[config.mk]
export PLATFORM = sky130hd
export DESIGN_NAME = adsr_envelope_generator_core
export DESIGN_NICKNAME = d
export VERILOG_FILES = /design/src/hdl/aeg_pkg.sv /design/src/hdl/aeg_ctrl.sv /design/src/hdl/aeg_dp.sv /design/src/hdl/adsr_envelope_generator_core.sv
export SDC_FILE = /design/constraint.sdc
export NUM_CORES = 2
export LEC_CHECK = 0
export BUFFER_PORTS_ARGS = -buffer_cell sky130_fd_sc_hd__clkbuf_2
export CAP_MARGIN = 20
export CORE_ASPECT_RATIO = 1.1
export CORE_UTILIZATION = 65
export DETAILED_ROUTE_END_ITERATION = 6
export GPL_ROUTABILITY_DRIVEN = 0
export PLACE_DENSITY = 0.9
export SLEW_MARGIN = 20
export SYNTH_ARGS = -nofsm -noshare
export SYNTH_HDL_FRONTEND = slang
export SYNTH_HIERARCHICAL = 1
export SYNTH_SLANG_ARGS = --single-unit
[constraint.sdc]
create_clock -name i_clk -period 25.1 [get_ports i_clk]
set_input_delay 3.765 -clock i_clk [delete_from_list [all_inputs] [get_ports i_clk]]
set_output_delay 3.765 -clock i_clk [all_outputs]
set_load 0.01 [all_outputs]
[src/hdl/aeg_pkg.sv]
// Shared types, widths and codes of the ADSR envelope generator.
package aeg_pkg;

    // Data path sizing
    localparam int SAMPLE_WIDTH   = 16;
    localparam int GAIN_FRAC_BITS = 16;
    localparam int COUNT_WIDTH    = 32;

    localparam int GAIN_W   = GAIN_FRAC_BITS + 1;
    localparam int RATE_W   = 18;
    localparam int TIME_W   = 16;
    localparam int SUS_W    = 17;
    localparam int SCMP_W   = (SUS_W > GAIN_W) ? SUS_W : GAIN_W;

    // Milliseconds scale factor and its width
    localparam int K_MS     = 1000;
    localparam int K_MS_W   = 10;

    localparam int NUM_W    = COUNT_WIDTH + K_MS_W;
    localparam int DEN_W    = TIME_W + RATE_W;
    localparam int CMP_W    = (NUM_W > DEN_W) ? NUM_W : DEN_W;
    localparam int ACC_W    = GAIN_W + NUM_W;
    localparam int REM_W    = DEN_W + 1;
    localparam int STEP_W   = $clog2(GAIN_W);
    localparam int PROD_W   = SAMPLE_WIDTH + GAIN_W + 1;

    // Stream payload widths
    localparam int IN_TDATA_W  = ((SAMPLE_WIDTH + 7) / 8) * 8;
    localparam int OUT_TDATA_W = ((SAMPLE_WIDTH + GAIN_W + 7) / 8) * 8;
    localparam int CMD_W       = 2;
    localparam int PHASE_W     = 3;

    // Register port
    localparam int PADDR_W   = 5;
    localparam int PDATA_W   = 32;
    localparam int REG_IDX_W = 3;

    localparam logic [REG_IDX_W-1:0] REG_RATE    = 3'd0;
    localparam logic [REG_IDX_W-1:0] REG_ATTACK  = 3'd1;
    localparam logic [REG_IDX_W-1:0] REG_DECAY   = 3'd2;
    localparam logic [REG_IDX_W-1:0] REG_SUSTAIN = 3'd3;
    localparam logic [REG_IDX_W-1:0] REG_RELEASE = 3'd4;

    localparam logic [GAIN_W-1:0] GAIN_ONE = {1'b1, {GAIN_FRAC_BITS{1'b0}}};

    localparam logic [RATE_W-1:0] RATE_RESET    = RATE_W'(48000);
    localparam logic [SUS_W-1:0]  SUSTAIN_RESET = SUS_W'(GAIN_ONE);

    // Command codes
    localparam logic [CMD_W-1:0] CMD_SAMPLE  = 2'd0;
    localparam logic [CMD_W-1:0] CMD_TRIGGER = 2'd1;
    localparam logic [CMD_W-1:0] CMD_RELEASE = 2'd2;

    typedef enum logic [PHASE_W-1:0] {
        PH_IDLE    = 3'd0,
        PH_ATTACK  = 3'd1,
        PH_DECAY   = 3'd2,
        PH_SUSTAIN = 3'd3,
        PH_RELEASE = 3'd4
    } t_phase;

    typedef struct packed {
        logic [RATE_W-1:0] rate;
        logic [TIME_W-1:0] attack;
        logic [TIME_W-1:0] decay;
        logic [SUS_W-1:0]  sustain;
        logic [TIME_W-1:0] rel_len;
    } t_cfg;

    // Controller to datapath
    typedef struct packed {
        logic accept;
        logic prep;
        logic eval;
        logic mul_step;
        logic div_load;
        logic div_step;
        logic gain_load;
        logic scale;
        logic out_load;
    } t_dp_cmd;

    // Datapath to controller
    typedef struct packed {
        logic in_sample;
        logic need_ramp;
        logic out_free;
    } t_dp_stat;

endpackage

[src/hdl/aeg_ctrl.sv]
// Sequencer for the envelope: steps the datapath through scale, multiply and divide.
module aeg_ctrl import aeg_pkg::*; (
    input  logic     i_clk,
    input  logic     i_rst_n,
    input  logic     i_in_valid,
    output logic     o_in_ready,
    input  t_dp_stat i_stat,
    output t_dp_cmd  o_cmd
);

    typedef enum logic [8:0] {
        ST_IDLE  = 9'b000000001,
        ST_PREP  = 9'b000000010,
        ST_EVAL  = 9'b000000100,
        ST_MUL   = 9'b000001000,
        ST_DLOAD = 9'b000010000,
        ST_DIV   = 9'b000100000,
        ST_GAIN  = 9'b001000000,
        ST_SCALE = 9'b010000000,
        ST_OUT   = 9'b100000000
    } t_state;

    localparam logic [STEP_W-1:0] STEP_LAST = STEP_W'(GAIN_W - 1);

    t_state              r_state, n_state;
    logic [STEP_W-1:0]   r_step, n_step;

    // Next state and commands
    always_comb begin
        n_state = r_state;
        n_step  = r_step;
        o_cmd   = '0;
        unique case (r_state)
            ST_IDLE: begin
                o_cmd.accept = i_in_valid;
                if (i_in_valid && i_stat.in_sample) begin
                    n_state = ST_PREP;
                end
            end
            ST_PREP: begin
                o_cmd.prep = 1'b1;
                n_state    = ST_EVAL;
            end
            ST_EVAL: begin
                o_cmd.eval = 1'b1;
                if (i_stat.need_ramp) begin
                    n_state = ST_MUL;
                    n_step  = STEP_LAST;
                end else begin
                    n_state = ST_SCALE;
                end
            end
            ST_MUL: begin
                o_cmd.mul_step = 1'b1;
                if (r_step == '0) begin
                    n_state = ST_DLOAD;
                end else begin
                    n_step = r_step - 1'b1;
                end
            end
            ST_DLOAD: begin
                o_cmd.div_load = 1'b1;
                n_step         = STEP_LAST;
                n_state        = ST_DIV;
            end
            ST_DIV: begin
                o_cmd.div_step = 1'b1;
                if (r_step == '0) begin
                    n_state = ST_GAIN;
                end else begin
                    n_step = r_step - 1'b1;
                end
            end
            ST_GAIN: begin
                o_cmd.gain_load = 1'b1;
                n_state         = ST_SCALE;
            end
            ST_SCALE: begin
                o_cmd.scale = 1'b1;
                n_state     = ST_OUT;
            end
            ST_OUT: begin
                if (i_stat.out_free) begin
                    o_cmd.out_load = 1'b1;
                    n_state        = ST_IDLE;
                end
            end
            default: begin
                n_state = ST_IDLE;
            end
        endcase
    end

    assign o_in_ready = (r_state == ST_IDLE);

    // State registers
    always_ff @(posedge i_clk) begin
        if (!i_rst_n) begin
            r_state <= ST_IDLE;
            r_step  <= '0;
        end else begin
            r_state <= n_state;
            r_step  <= n_step;
        end
    end

endmodule

[src/hdl/aeg_dp.sv]
// Envelope datapath: phase state, counter, shift-add ramp multiply, restoring divide, scaling.
module aeg_dp import aeg_pkg::*; (
    input  logic                       i_clk,
    input  logic                       i_rst_n,
    input  t_dp_cmd                    i_cmd,
    output t_dp_stat                   o_stat,
    input  t_cfg                       i_cfg,
    input  logic [CMD_W-1:0]           i_in_command,
    input  logic signed [SAMPLE_WIDTH-1:0] i_in_sample,
    input  logic                       i_out_ready,
    output logic                       o_out_valid,
    output logic [SAMPLE_WIDTH-1:0]    o_out_sample,
    output logic [GAIN_W-1:0]          o_out_gain,
    output logic [PHASE_W-1:0]         o_out_phase
);

    localparam logic [COUNT_WIDTH-1:0] COUNT_MAX = '1;

    // Envelope state
    t_phase                         r_phase;
    logic [COUNT_WIDTH-1:0]         r_count;
    logic [GAIN_W-1:0]              r_last_gain;
    logic [GAIN_W-1:0]              r_rsg;

    // Working registers
    logic signed [SAMPLE_WIDTH-1:0] r_sample;
    logic [NUM_W-1:0]               r_num;
    logic [DEN_W-1:0]               r_den;
    logic [GAIN_W-1:0]              r_span;
    logic [GAIN_W-1:0]              r_base;
    logic                           r_sub;
    logic [ACC_W-1:0]               r_acc;
    logic [DEN_W-1:0]               r_rem;
    logic [GAIN_W-1:0]              r_gain;
    logic signed [PROD_W-1:0]       r_prod;
    t_phase                         r_eval_phase;

    // Output register
    logic                           r_out_valid;
    logic [SAMPLE_WIDTH-1:0]        r_out_sample;
    logic [GAIN_W-1:0]              r_out_gain;
    t_phase                         r_out_phase;

    logic [TIME_W-1:0]              w_time;
    logic [RATE_W-1:0]              w_fs;
    logic [GAIN_W-1:0]              w_sus;
    logic [GAIN_W-1:0]              w_r0;
    logic                           w_ge;
    logic                           w_ramp_phase;
    logic                           w_need_ramp;
    logic                           w_end;
    t_phase                         w_next_phase;
    logic [GAIN_W-1:0]              w_direct;
    logic [GAIN_W-1:0]              w_span;
    logic [GAIN_W-1:0]              w_base;
    logic                           w_sub;
    logic [ACC_W-1:0]               w_addend;
    logic [CMP_W-1:0]               w_hi;
    logic [REM_W-1:0]               w_trial;
    logic                           w_fit;
    logic [GAIN_W-1:0]              w_q;
    logic [GAIN_W-1:0]              w_ramp;
    logic [GAIN_W-1:0]              w_ramp_gain;

    // Segment length and clamped levels
    always_comb begin
        unique case (r_phase)
            PH_ATTACK:  w_time = i_cfg.attack;
            PH_DECAY:   w_time = i_cfg.decay;
            PH_RELEASE: w_time = i_cfg.rel_len;
            default:    w_time = '0;
        endcase
    end

    assign w_fs  = (i_cfg.rate == '0) ? RATE_W'(1) : i_cfg.rate;
    assign w_sus = (SCMP_W'(i_cfg.sustain) > SCMP_W'(GAIN_ONE)) ? GAIN_ONE
                                                               : GAIN_W'(i_cfg.sustain);
    assign w_r0  = (r_rsg > GAIN_ONE) ? GAIN_ONE : r_rsg;
    assign w_ge  = CMP_W'(r_num) >= CMP_W'(r_den);

    // Decide end of segment, direct gain and ramp operands
    always_comb begin
        w_ramp_phase = 1'b0;
        w_next_phase = r_phase;
        w_direct     = '0;
        w_span       = '0;
        w_base       = '0;
        w_sub        = 1'b0;
        unique case (r_phase)
            PH_IDLE: begin
                w_direct = GAIN_ONE;
            end
            PH_ATTACK: begin
                w_ramp_phase = 1'b1;
                w_direct     = GAIN_ONE;
                w_next_phase = PH_DECAY;
                w_span       = GAIN_ONE;
            end
            PH_DECAY: begin
                w_ramp_phase = 1'b1;
                w_direct     = w_sus;
                w_next_phase = PH_SUSTAIN;
                w_span       = GAIN_ONE - w_sus;
                w_base       = GAIN_ONE;
                w_sub        = 1'b1;
            end
            PH_SUSTAIN: begin
                w_direct = w_sus;
            end
            PH_RELEASE: begin
                w_ramp_phase = 1'b1;
                w_direct     = '0;
                w_next_phase = PH_IDLE;
                w_span       = w_r0;
                w_base       = w_r0;
                w_sub        = 1'b1;
            end
            default: begin
                w_direct = '0;
            end
        endcase
    end

    assign w_need_ramp = w_ramp_phase && !w_ge;
    assign w_end       = w_ramp_phase && w_ge;

    // Shift-add step, divide step and final ramp level
    assign w_addend    = r_span[GAIN_W-1] ? ACC_W'(r_num) : '0;
    assign w_hi        = CMP_W'(r_acc[ACC_W-1:GAIN_W]);
    assign w_trial     = {r_rem, r_acc[GAIN_W-1]};
    assign w_fit       = w_trial >= REM_W'(r_den);
    assign w_q         = r_acc[GAIN_W-1:0];
    assign w_ramp      = r_sub ? (r_base - w_q) : w_q;
    assign w_ramp_gain = (w_ramp > GAIN_ONE) ? GAIN_ONE : w_ramp;

    // Envelope state: commands, segment ends, level history
    always_ff @(posedge i_clk) begin
        if (!i_rst_n) begin
            r_phase     <= PH_IDLE;
            r_count     <= '0;
            r_last_gain <= '0;
            r_rsg       <= '0;
        end else if (i_cmd.accept) begin
            case (i_in_command)
                CMD_SAMPLE: begin
                    if (r_count != COUNT_MAX) begin
                        r_count <= r_count + 1'b1;
                    end
                end
                CMD_TRIGGER: begin
                    r_phase <= PH_ATTACK;
                    r_count <= '0;
                end
                CMD_RELEASE: begin
                    r_rsg   <= r_last_gain;
                    r_phase <= PH_RELEASE;
                    r_count <= '0;
                end
                default: begin
                end
            endcase
        end else if (i_cmd.eval) begin
            if (!w_need_ramp) begin
                r_last_gain <= w_direct;
            end
            if (w_end) begin
                r_phase <= w_next_phase;
                r_count <= '0;
            end
        end else if (i_cmd.gain_load) begin
            r_last_gain <= w_ramp_gain;
        end
    end

    // Working registers of one sample request
    always_ff @(posedge i_clk) begin
        if (i_cmd.accept) begin
            r_sample <= i_in_sample;
        end
        if (i_cmd.prep) begin
            r_num <= NUM_W'(r_count) * NUM_W'(K_MS);
            r_den <= DEN_W'(w_time) * DEN_W'(w_fs);
        end
        if (i_cmd.eval) begin
            r_eval_phase <= r_phase;
            r_span       <= w_span;
            r_base       <= w_base;
            r_sub        <= w_sub;
            r_acc        <= '0;
            if (!w_need_ramp) begin
                r_gain <= w_direct;
            end
        end else if (i_cmd.mul_step) begin
            r_acc  <= {r_acc[ACC_W-2:0], 1'b0} + w_addend;
            r_span <= {r_span[GAIN_W-2:0], 1'b0};
        end else if (i_cmd.div_load) begin
            r_rem <= w_hi[DEN_W-1:0];
        end else if (i_cmd.div_step) begin
            r_rem              <= w_fit ? DEN_W'(w_trial - REM_W'(r_den)) : w_trial[DEN_W-1:0];
            r_acc[GAIN_W-1:0]  <= {r_acc[GAIN_W-2:0], w_fit};
        end else if (i_cmd.gain_load) begin
            r_gain <= w_ramp_gain;
        end
        if (i_cmd.scale) begin
            r_prod <= r_sample * $signed({1'b0, r_gain});
        end
    end

    // Output register valid
    always_ff @(posedge i_clk) begin
        if (!i_rst_n) begin
            r_out_valid <= 1'b0;
        end else if (i_cmd.out_load) begin
            r_out_valid <= 1'b1;
        end else if (i_out_ready) begin
            r_out_valid <= 1'b0;
        end
    end

    // Output payload: floor of product over unity, truncated to sample width
    always_ff @(posedge i_clk) begin
        if (i_cmd.out_load) begin
            r_out_sample <= r_prod[GAIN_FRAC_BITS +: SAMPLE_WIDTH];
            r_out_gain   <= r_gain;
            r_out_phase  <= r_eval_phase;
        end
    end

    assign o_stat.in_sample = (i_in_command == CMD_SAMPLE);
    assign o_stat.need_ramp = w_need_ramp;
    assign o_stat.out_free  = !r_out_valid || i_out_ready;

    assign o_out_valid  = r_out_valid;
    assign o_out_sample = r_out_sample;
    assign o_out_gain   = r_out_gain;
    assign o_out_phase  = r_out_phase;

endmodule

[src/hdl/adsr_envelope_generator_core.sv]
// Top level of the linear ADSR envelope generator: register port, sequencer and datapath.
//
//  Channel   Direction  Handshake                 Payload
//  s_axis    in         tvalid/tready             tdata: sample_in; tuser: command
//  m_axis    out        tvalid/tready             tdata: sample_out, gain; tuser: phase
//  apb       in/out     psel/penable, pready = 1  five envelope registers
//
// A trigger, release or unused command is taken in idle and leaves the sequencer idle.
// An audio sample runs prep, evaluate, scale and output when no ramp is running (idle,
// sustain, segment end); a ramp adds shift-add multiply, restoring divide and gain load.
// Reset is synchronous, active low, and returns the envelope to idle with a zero counter.
// A finished result waits in the output register; the next request is taken meanwhile and
// holds only at its last step if the previous result is still not taken.
module adsr_envelope_generator_core import aeg_pkg::*; (
    input  logic                   i_clk,
    input  logic                   i_rst_n,
    // sample_in [15:0]
    input  logic [IN_TDATA_W-1:0]  s_axis_tdata,
    // command [1:0]
    input  logic [CMD_W-1:0]       s_axis_tuser,
    input  logic                   s_axis_tvalid,
    output logic                   s_axis_tready,
    // sample_out [15:0], gain [32:16], zero fill [39:33]
    output logic [OUT_TDATA_W-1:0] m_axis_tdata,
    // phase [2:0]
    output logic [PHASE_W-1:0]     m_axis_tuser,
    output logic                   m_axis_tvalid,
    input  logic                   m_axis_tready,
    input  logic                   psel,
    input  logic                   penable,
    input  logic                   pwrite,
    input  logic [PADDR_W-1:0]     paddr,
    input  logic [PDATA_W-1:0]     pwdata,
    output logic [PDATA_W-1:0]     prdata,
    output logic                   pready
);

    t_cfg                    r_cfg;
    t_dp_cmd                 w_cmd;
    t_dp_stat                w_stat;
    logic [REG_IDX_W-1:0]    w_idx;
    logic [SAMPLE_WIDTH-1:0] w_out_sample;
    logic [GAIN_W-1:0]       w_out_gain;

    assign w_idx  = paddr[PADDR_W-1:2];
    assign pready = 1'b1;

    // Write envelope registers
    always_ff @(posedge i_clk) begin
        if (!i_rst_n) begin
            r_cfg.rate    <= RATE_RESET;
            r_cfg.attack  <= '0;
            r_cfg.decay   <= '0;
            r_cfg.sustain <= SUSTAIN_RESET;
            r_cfg.rel_len <= '0;
        end else if (psel && penable && pwrite && pready) begin
            unique case (w_idx)
                REG_RATE:    r_cfg.rate    <= pwdata[RATE_W-1:0];
                REG_ATTACK:  r_cfg.attack  <= pwdata[TIME_W-1:0];
                REG_DECAY:   r_cfg.decay   <= pwdata[TIME_W-1:0];
                REG_SUSTAIN: r_cfg.sustain <= pwdata[SUS_W-1:0];
                REG_RELEASE: r_cfg.rel_len <= pwdata[TIME_W-1:0];
                default: begin
                end
            endcase
        end
    end

    // Read back envelope registers
    always_comb begin
        unique case (w_idx)
            REG_RATE:    prdata = PDATA_W'(r_cfg.rate);
            REG_ATTACK:  prdata = PDATA_W'(r_cfg.attack);
            REG_DECAY:   prdata = PDATA_W'(r_cfg.decay);
            REG_SUSTAIN: prdata = PDATA_W'(r_cfg.sustain);
            REG_RELEASE: prdata = PDATA_W'(r_cfg.rel_len);
            default:     prdata = '0;
        endcase
    end

    aeg_ctrl u_ctrl (
        .i_clk      (i_clk),
        .i_rst_n    (i_rst_n),
        .i_in_valid (s_axis_tvalid),
        .o_in_ready (s_axis_tready),
        .i_stat     (w_stat),
        .o_cmd      (w_cmd)
    );

    aeg_dp u_dp (
        .i_clk        (i_clk),
        .i_rst_n      (i_rst_n),
        .i_cmd        (w_cmd),
        .o_stat       (w_stat),
        .i_cfg        (r_cfg),
        .i_in_command (s_axis_tuser),
        .i_in_sample  ($signed(s_axis_tdata[SAMPLE_WIDTH-1:0])),
        .i_out_ready  (m_axis_tready),
        .o_out_valid  (m_axis_tvalid),
        .o_out_sample (w_out_sample),
        .o_out_gain   (w_out_gain),
        .o_out_phase  (m_axis_tuser)
    );

    assign m_axis_tdata = OUT_TDATA_W'({w_out_gain, w_out_sample});

endmodule

# [After elaboration in Yosys (flattened, before gate mapping)]
# Index checks and enable logic that the tools add are counted.
[totals] rom_bits=0 mem_bits_rw=0 mem_count=0 latchBits=0 inputBits=62 output_inout_bits=78 register_bits=464
[op_classes] n_addsub=6 n_lt_le_gt_ge=5 bitwise_logic=3 n_mul=3 n_shift=0 n_mux=59 eq_ne=34 n_reduce_logical=42 div=0
[ops] op="$mux 17" count=16
[ops] op="$mux 32" count=4
[ops] op="$mux 34" count=3
[ops] op="$pmux 18 s5" count=1
[ops] op="$pmux 9 s9" count=1
[ops] op="$pmux 17 s2" count=2
[ops] op="$pmux 32 s2" count=1
[ops] op="$add 51x42->51" count=1
[ops] op="$gt 17x17->1 const B" count=3
[ops] op="$pmux 17 s3" count=1
[ops] op="$pmux 16 s3" count=1
[ops] op="$ge 42x34->1" count=1
[ops] op="$mux 42" count=1
[ops] op="$mul 32x7->39 const B" count=1
[ops] op="$mux 9" count=4
[ops] op="$ge 35x34->1" count=1
[ops] op="$mul 16x18->34" count=1
[ops] op="$sub 34x34->34" count=1
[ops] op="$add 32x1->32 const B" count=1
[ops] op="$mul 16x18->32" count=1
[ops] op="$ne 32x32->1 const B" count=1
[ops] op="$logic_not 18->1" count=1
[ops] op="$mux 18" count=1
[ops] op="$ne 2x1->1 const B" count=9
[ops] op="other kinds (43)" count=94

# [Depth between registers and ports, before layout]
[logic_depth] word_depth=9 mapped_depth=31 ltp_nobuf=28

# [Hierarchy]
# Netlist, hierarchy kept.
[modules_own_cells] module="aeg_dp" area_per_inst_um2=42916.2 seq_area_each_um2=9328.9 cells_per_inst=4678 n_inst=1
[modules_own_cells] module="adsr_envelope_generator_core" area_per_inst_um2=3970.1 seq_area_each_um2=1661.6 cells_per_inst=412 n_inst=1
[modules_own_cells] module="aeg_ctrl" area_per_inst_um2=894.6 seq_area_each_um2=280.3 cells_per_inst=111 n_inst=1

# [Least setup slack after synthesis]
# No wires, ideal clock.
[synth_timing] path_type="register to register" start="reg u_ctrl.r_state[4]" end="reg u_ctrl.r_state[2]" period_less_slack_ns=9.461 t_required_ns=24.995 setup_slack_ns=15.639 path_stages_with_launch=6 setup_ns=0.105 arrival_ns=9.356 cell_sequence="dfxtp_1 clkbuf_2 nor3_1 nand2_1 nor4b_1 and4_1"
[synth_between] elab_chain_cells=3 word_cells_on_any_way=15 classes_between="eq/ne (13); mux (1); reduce/logical (1)"
[synth_rtl] element="start: declaration" line_no="aeg_ctrl.sv:25" text="t_state r_state, n_state;"
[synth_rtl] element="start signal: assignment" line_no="aeg_ctrl.sv:102" text="r_state <= n_state;"
[synth_rtl] element="$eq 9x9->1, or another cell as far along" line_no="aeg_ctrl.sv:33" text="unique case (r_state)"
[synth_rtl] element="$ne 2x1->1 (no source line)"
[synth_rtl] element="$reduce_and 4->1 (no source line)"
# Several ways; a longest one is shown, not always the timed one.
# A chain may end at the register's enable or synchronous reset.

# [Worst setup path after layout]
[layout_timing] start="in paddr[3]" end="out prdata[2]"
[layout_between] elab_chain_cells=2 word_cells_on_any_way=6 classes_between="eq/ne (4); mux (1); reduce/logical (1)"
[layout_rtl] element="start: declaration" line_no="adsr_envelope_generator_core.sv:32" text="input logic [PADDR_W-1:0] paddr,"
[layout_rtl] element="$eq 3x3->1, or another cell as far along" line_no="adsr_envelope_generator_core.sv:71" text="unique case (w_idx)"
[layout_rtl] element="$pmux 18 s5 (*)" line_no="adsr_envelope_generator_core.sv:71"
[layout_rtl] element="end: declaration" line_no="adsr_envelope_generator_core.sv:34" text="output logic [PDATA_W-1:0] prdata,"
# Every way passes the cells marked *; elsewhere a longest branch is shown, timed or not.

==> impl_metrics.toml <==
[outcome]
status = "complete, but fails checks"
violations = "design-rule violations"

[synthesis]
synthArstFlopShare = 0
yosysMostFrequentCell = "inv_1"
yosys-top-cells-area = "fa_1 23%, edfxtp_1 14%, ha_1 11%"
postSynthAreaPerCell_um2 = 9.19
synth-seq-cells = 448
synth.distinct_cells = 100
yosys.area.top_type = "fa_1"
syn-instance-count = 5201
ys.flop_type = "edfxtp_1"
yosysWarnings = 6
synth_top_area_share = 0.230
synth_common_cells = "778 x inv_1, 629 x nand2_1, 550 x fa_1, 426 x ha_1, 260 x nor2_1"
syn-cell-area_um2 = 47800
synth_edf_count = 230
seq_area_frac_synth = 0.236

[setup_path]
worstSetupStartpointType = "input pin"
cp_max_fo = 40
crit_type = "input pin to primary output"
cp.required_ns = 21.33
cpMostUsedCell = "clkbuf_2"
cpPeakStageDelay_ns = 0.82
slowest_stage = "nor2_2"
crit_chain = "clkbuf_2 -> nor2_2 -> a22oi_1 -> o22ai_1 -> clkbuf_2"
arrival_ns = 5.80
cp-end-kind = "primary output"

[sta]
whs_ns = 0.421
fmax_ghz = 0.104
worst_pin_slew_ns = 1.16
maxSlewViolCount = 0
skew_ns = 0.0556
setup_tns_ns = 0
layout_worst_path_cycle_share = 0.381
setup_violations = 0
fin_ws_ns = 15.53
final.min_clock_period_ns = 9.57
hold_viol_final = 0
rsz0062_at_grt = "no"
slew_headroom = 0.222

[floorplanning]
rows = 103
die_x_um = 261
coreArea_um2 = 72300
dieHeight_um = 286
start_util = 0.661
die_area_um2 = 74600
ioPinCount = 140

[cells_and_area]
finish.instance_area_um2 = 50700
drive_above_1_share = 0.0631
n_antenna_cell = 0
area_growth_pct = 6.16
fin_cells = 6177
nets = 6229
fin_util = 0.702

[worst_hold_path]
hp-class = "register to register"

[clock_tree]
clock-sinks = 448
clk_path_buf_depth = 3
cts_hold_buffers = 0
cts_tree = "yes"
htreeDepth = 2
cts_buffers = 50
cts_resized = 0
clock_latency_ns = 0.66
root_buffer = "clkbuf_16"
clkSlewWorstSetupHoldPaths_ns = 0.06
cts_setup_buffers = 0

[grt]
gr-total-overflow = 0
track_usage = 0.351
grt_pass1_wl_um = 206000
grt_max_degree = 82
antenna_found_initial = 0
grt_pass1_vias = 40100

[routing]
drt_iter0_drc = 3863
dr.pass1.iters = 7
antenna_left = 0
post_drt_wl_per_cell_um = 21.0
vias_per_cell = 6.30
post-route-drc-count = 36
wl_um = 130000
route.vias.total = 38900

[pwr]
design_power_total_mw = 3.30
leakagePower_nw = 23.6
p_per_area_nw_per_um2 = 65.1
max-vdd-ir-drop_v = 0.000147

[placement]
place_hpwl_um = 94600
place_inst = 6079
port-buffer-count = 101
place_worst_setup_slack_ns = 15.64
placed_area_um2 = 48900

[run]
maxCapViolations = 0
## sequential cells by signal, indices dropped and copies added, names as in the netlist, 17 cells and up
register	flops
u_dp/r_num	39
u_dp/r_den	34
u_dp/r_gain	17
u_dp/o_out_gain	17
u_dp/r_count	32
u_dp/r_rsg	17
u_dp/r_span	17
u_dp/r_last_gain	17
u_dp/r_rem	34
r_cfg	83
u_dp/r_acc	51
u_dp/r_base	17
## path summary, 6_finish.rpt
path / start / endpoint / slack [ns] / cells after the start
min reg2reg: u_dp/r_prod[25] / u_dp/o_out_sample[9] / 0.42 / 0
min: u_dp/r_prod[25] / u_dp/o_out_sample[9] / 0.42 / 0
max reg2reg: u_dp/r_phase[2] / u_dp/r_den[30] / 16.23 / 26
max: paddr[3] / prdata[2] / 15.53 / 5
## layer usage
metal,track usage,routed length [µm],up-vias
met3,0.0872,13600,675
met4,0.247,10500,0
met2,0.573,60500,2460
met1,0.405,45000,18600
met5,0,0,-
li1,-,-,17100
## power by group
group | internal [mW] | switching [mW]
clock | 0.435 | 0.336
combinational | 0.695 | 0.945
sequential | 0.854 | 0.0348
## worst max-delay path, delay by kind of cell
family / cells / cell delay, ns
AO/OA/AOI/OAI: 2 / 0.51
buffers and inverters: 2 / 0.69
AND/OR/NAND/NOR: 1 / 0.82
## cells by family (layout without fill, tap and decap cells)
kind of cell             Yosys count  count (layout)  synth area share
AO/OA/AOI/OAI                    915             915             0.123
XOR/XNOR                         157             157            0.0288
adder cells (fa/ha/maj)          976             976             0.342
buffers and inverters           1018            1029            0.0842
flip-flops                       448             448             0.236
multiplexers                     134             134            0.0288
other                              2              22          0.000157
AND/OR/NAND/NOR                 1551            1551             0.157
## cell usage in the layout, fill, tap and decap left out, types with 64 or more instances in the layout
cell type,instances
xnor2_1,107
a21oi_1,246
a22oi_1,64
a21o_1,94
inv_1,778
ha_1,426
mux2i_1,108
nand2_1,629
clkbuf_2,100
and2_1,235
fa_1,550
nor2b_1,98
o21ai_0,177
dfxtp_1,218
nor2_1,254
edfxtp_1,230
## cell type report
class / count / area (µm²)
Fill cell: 4827 / 21600
Multi-Input combinational cell: 3755 / 32700
Clock inverter: 23 / 254
Tap cell: 945 / 1180
Sequential cell: 448 / 11300
Inverter: 781 / 2930
Timing Repair Buffer: 155 / 957
Clock buffer: 70 / 1460
Power figures use the tool's default switching activity.
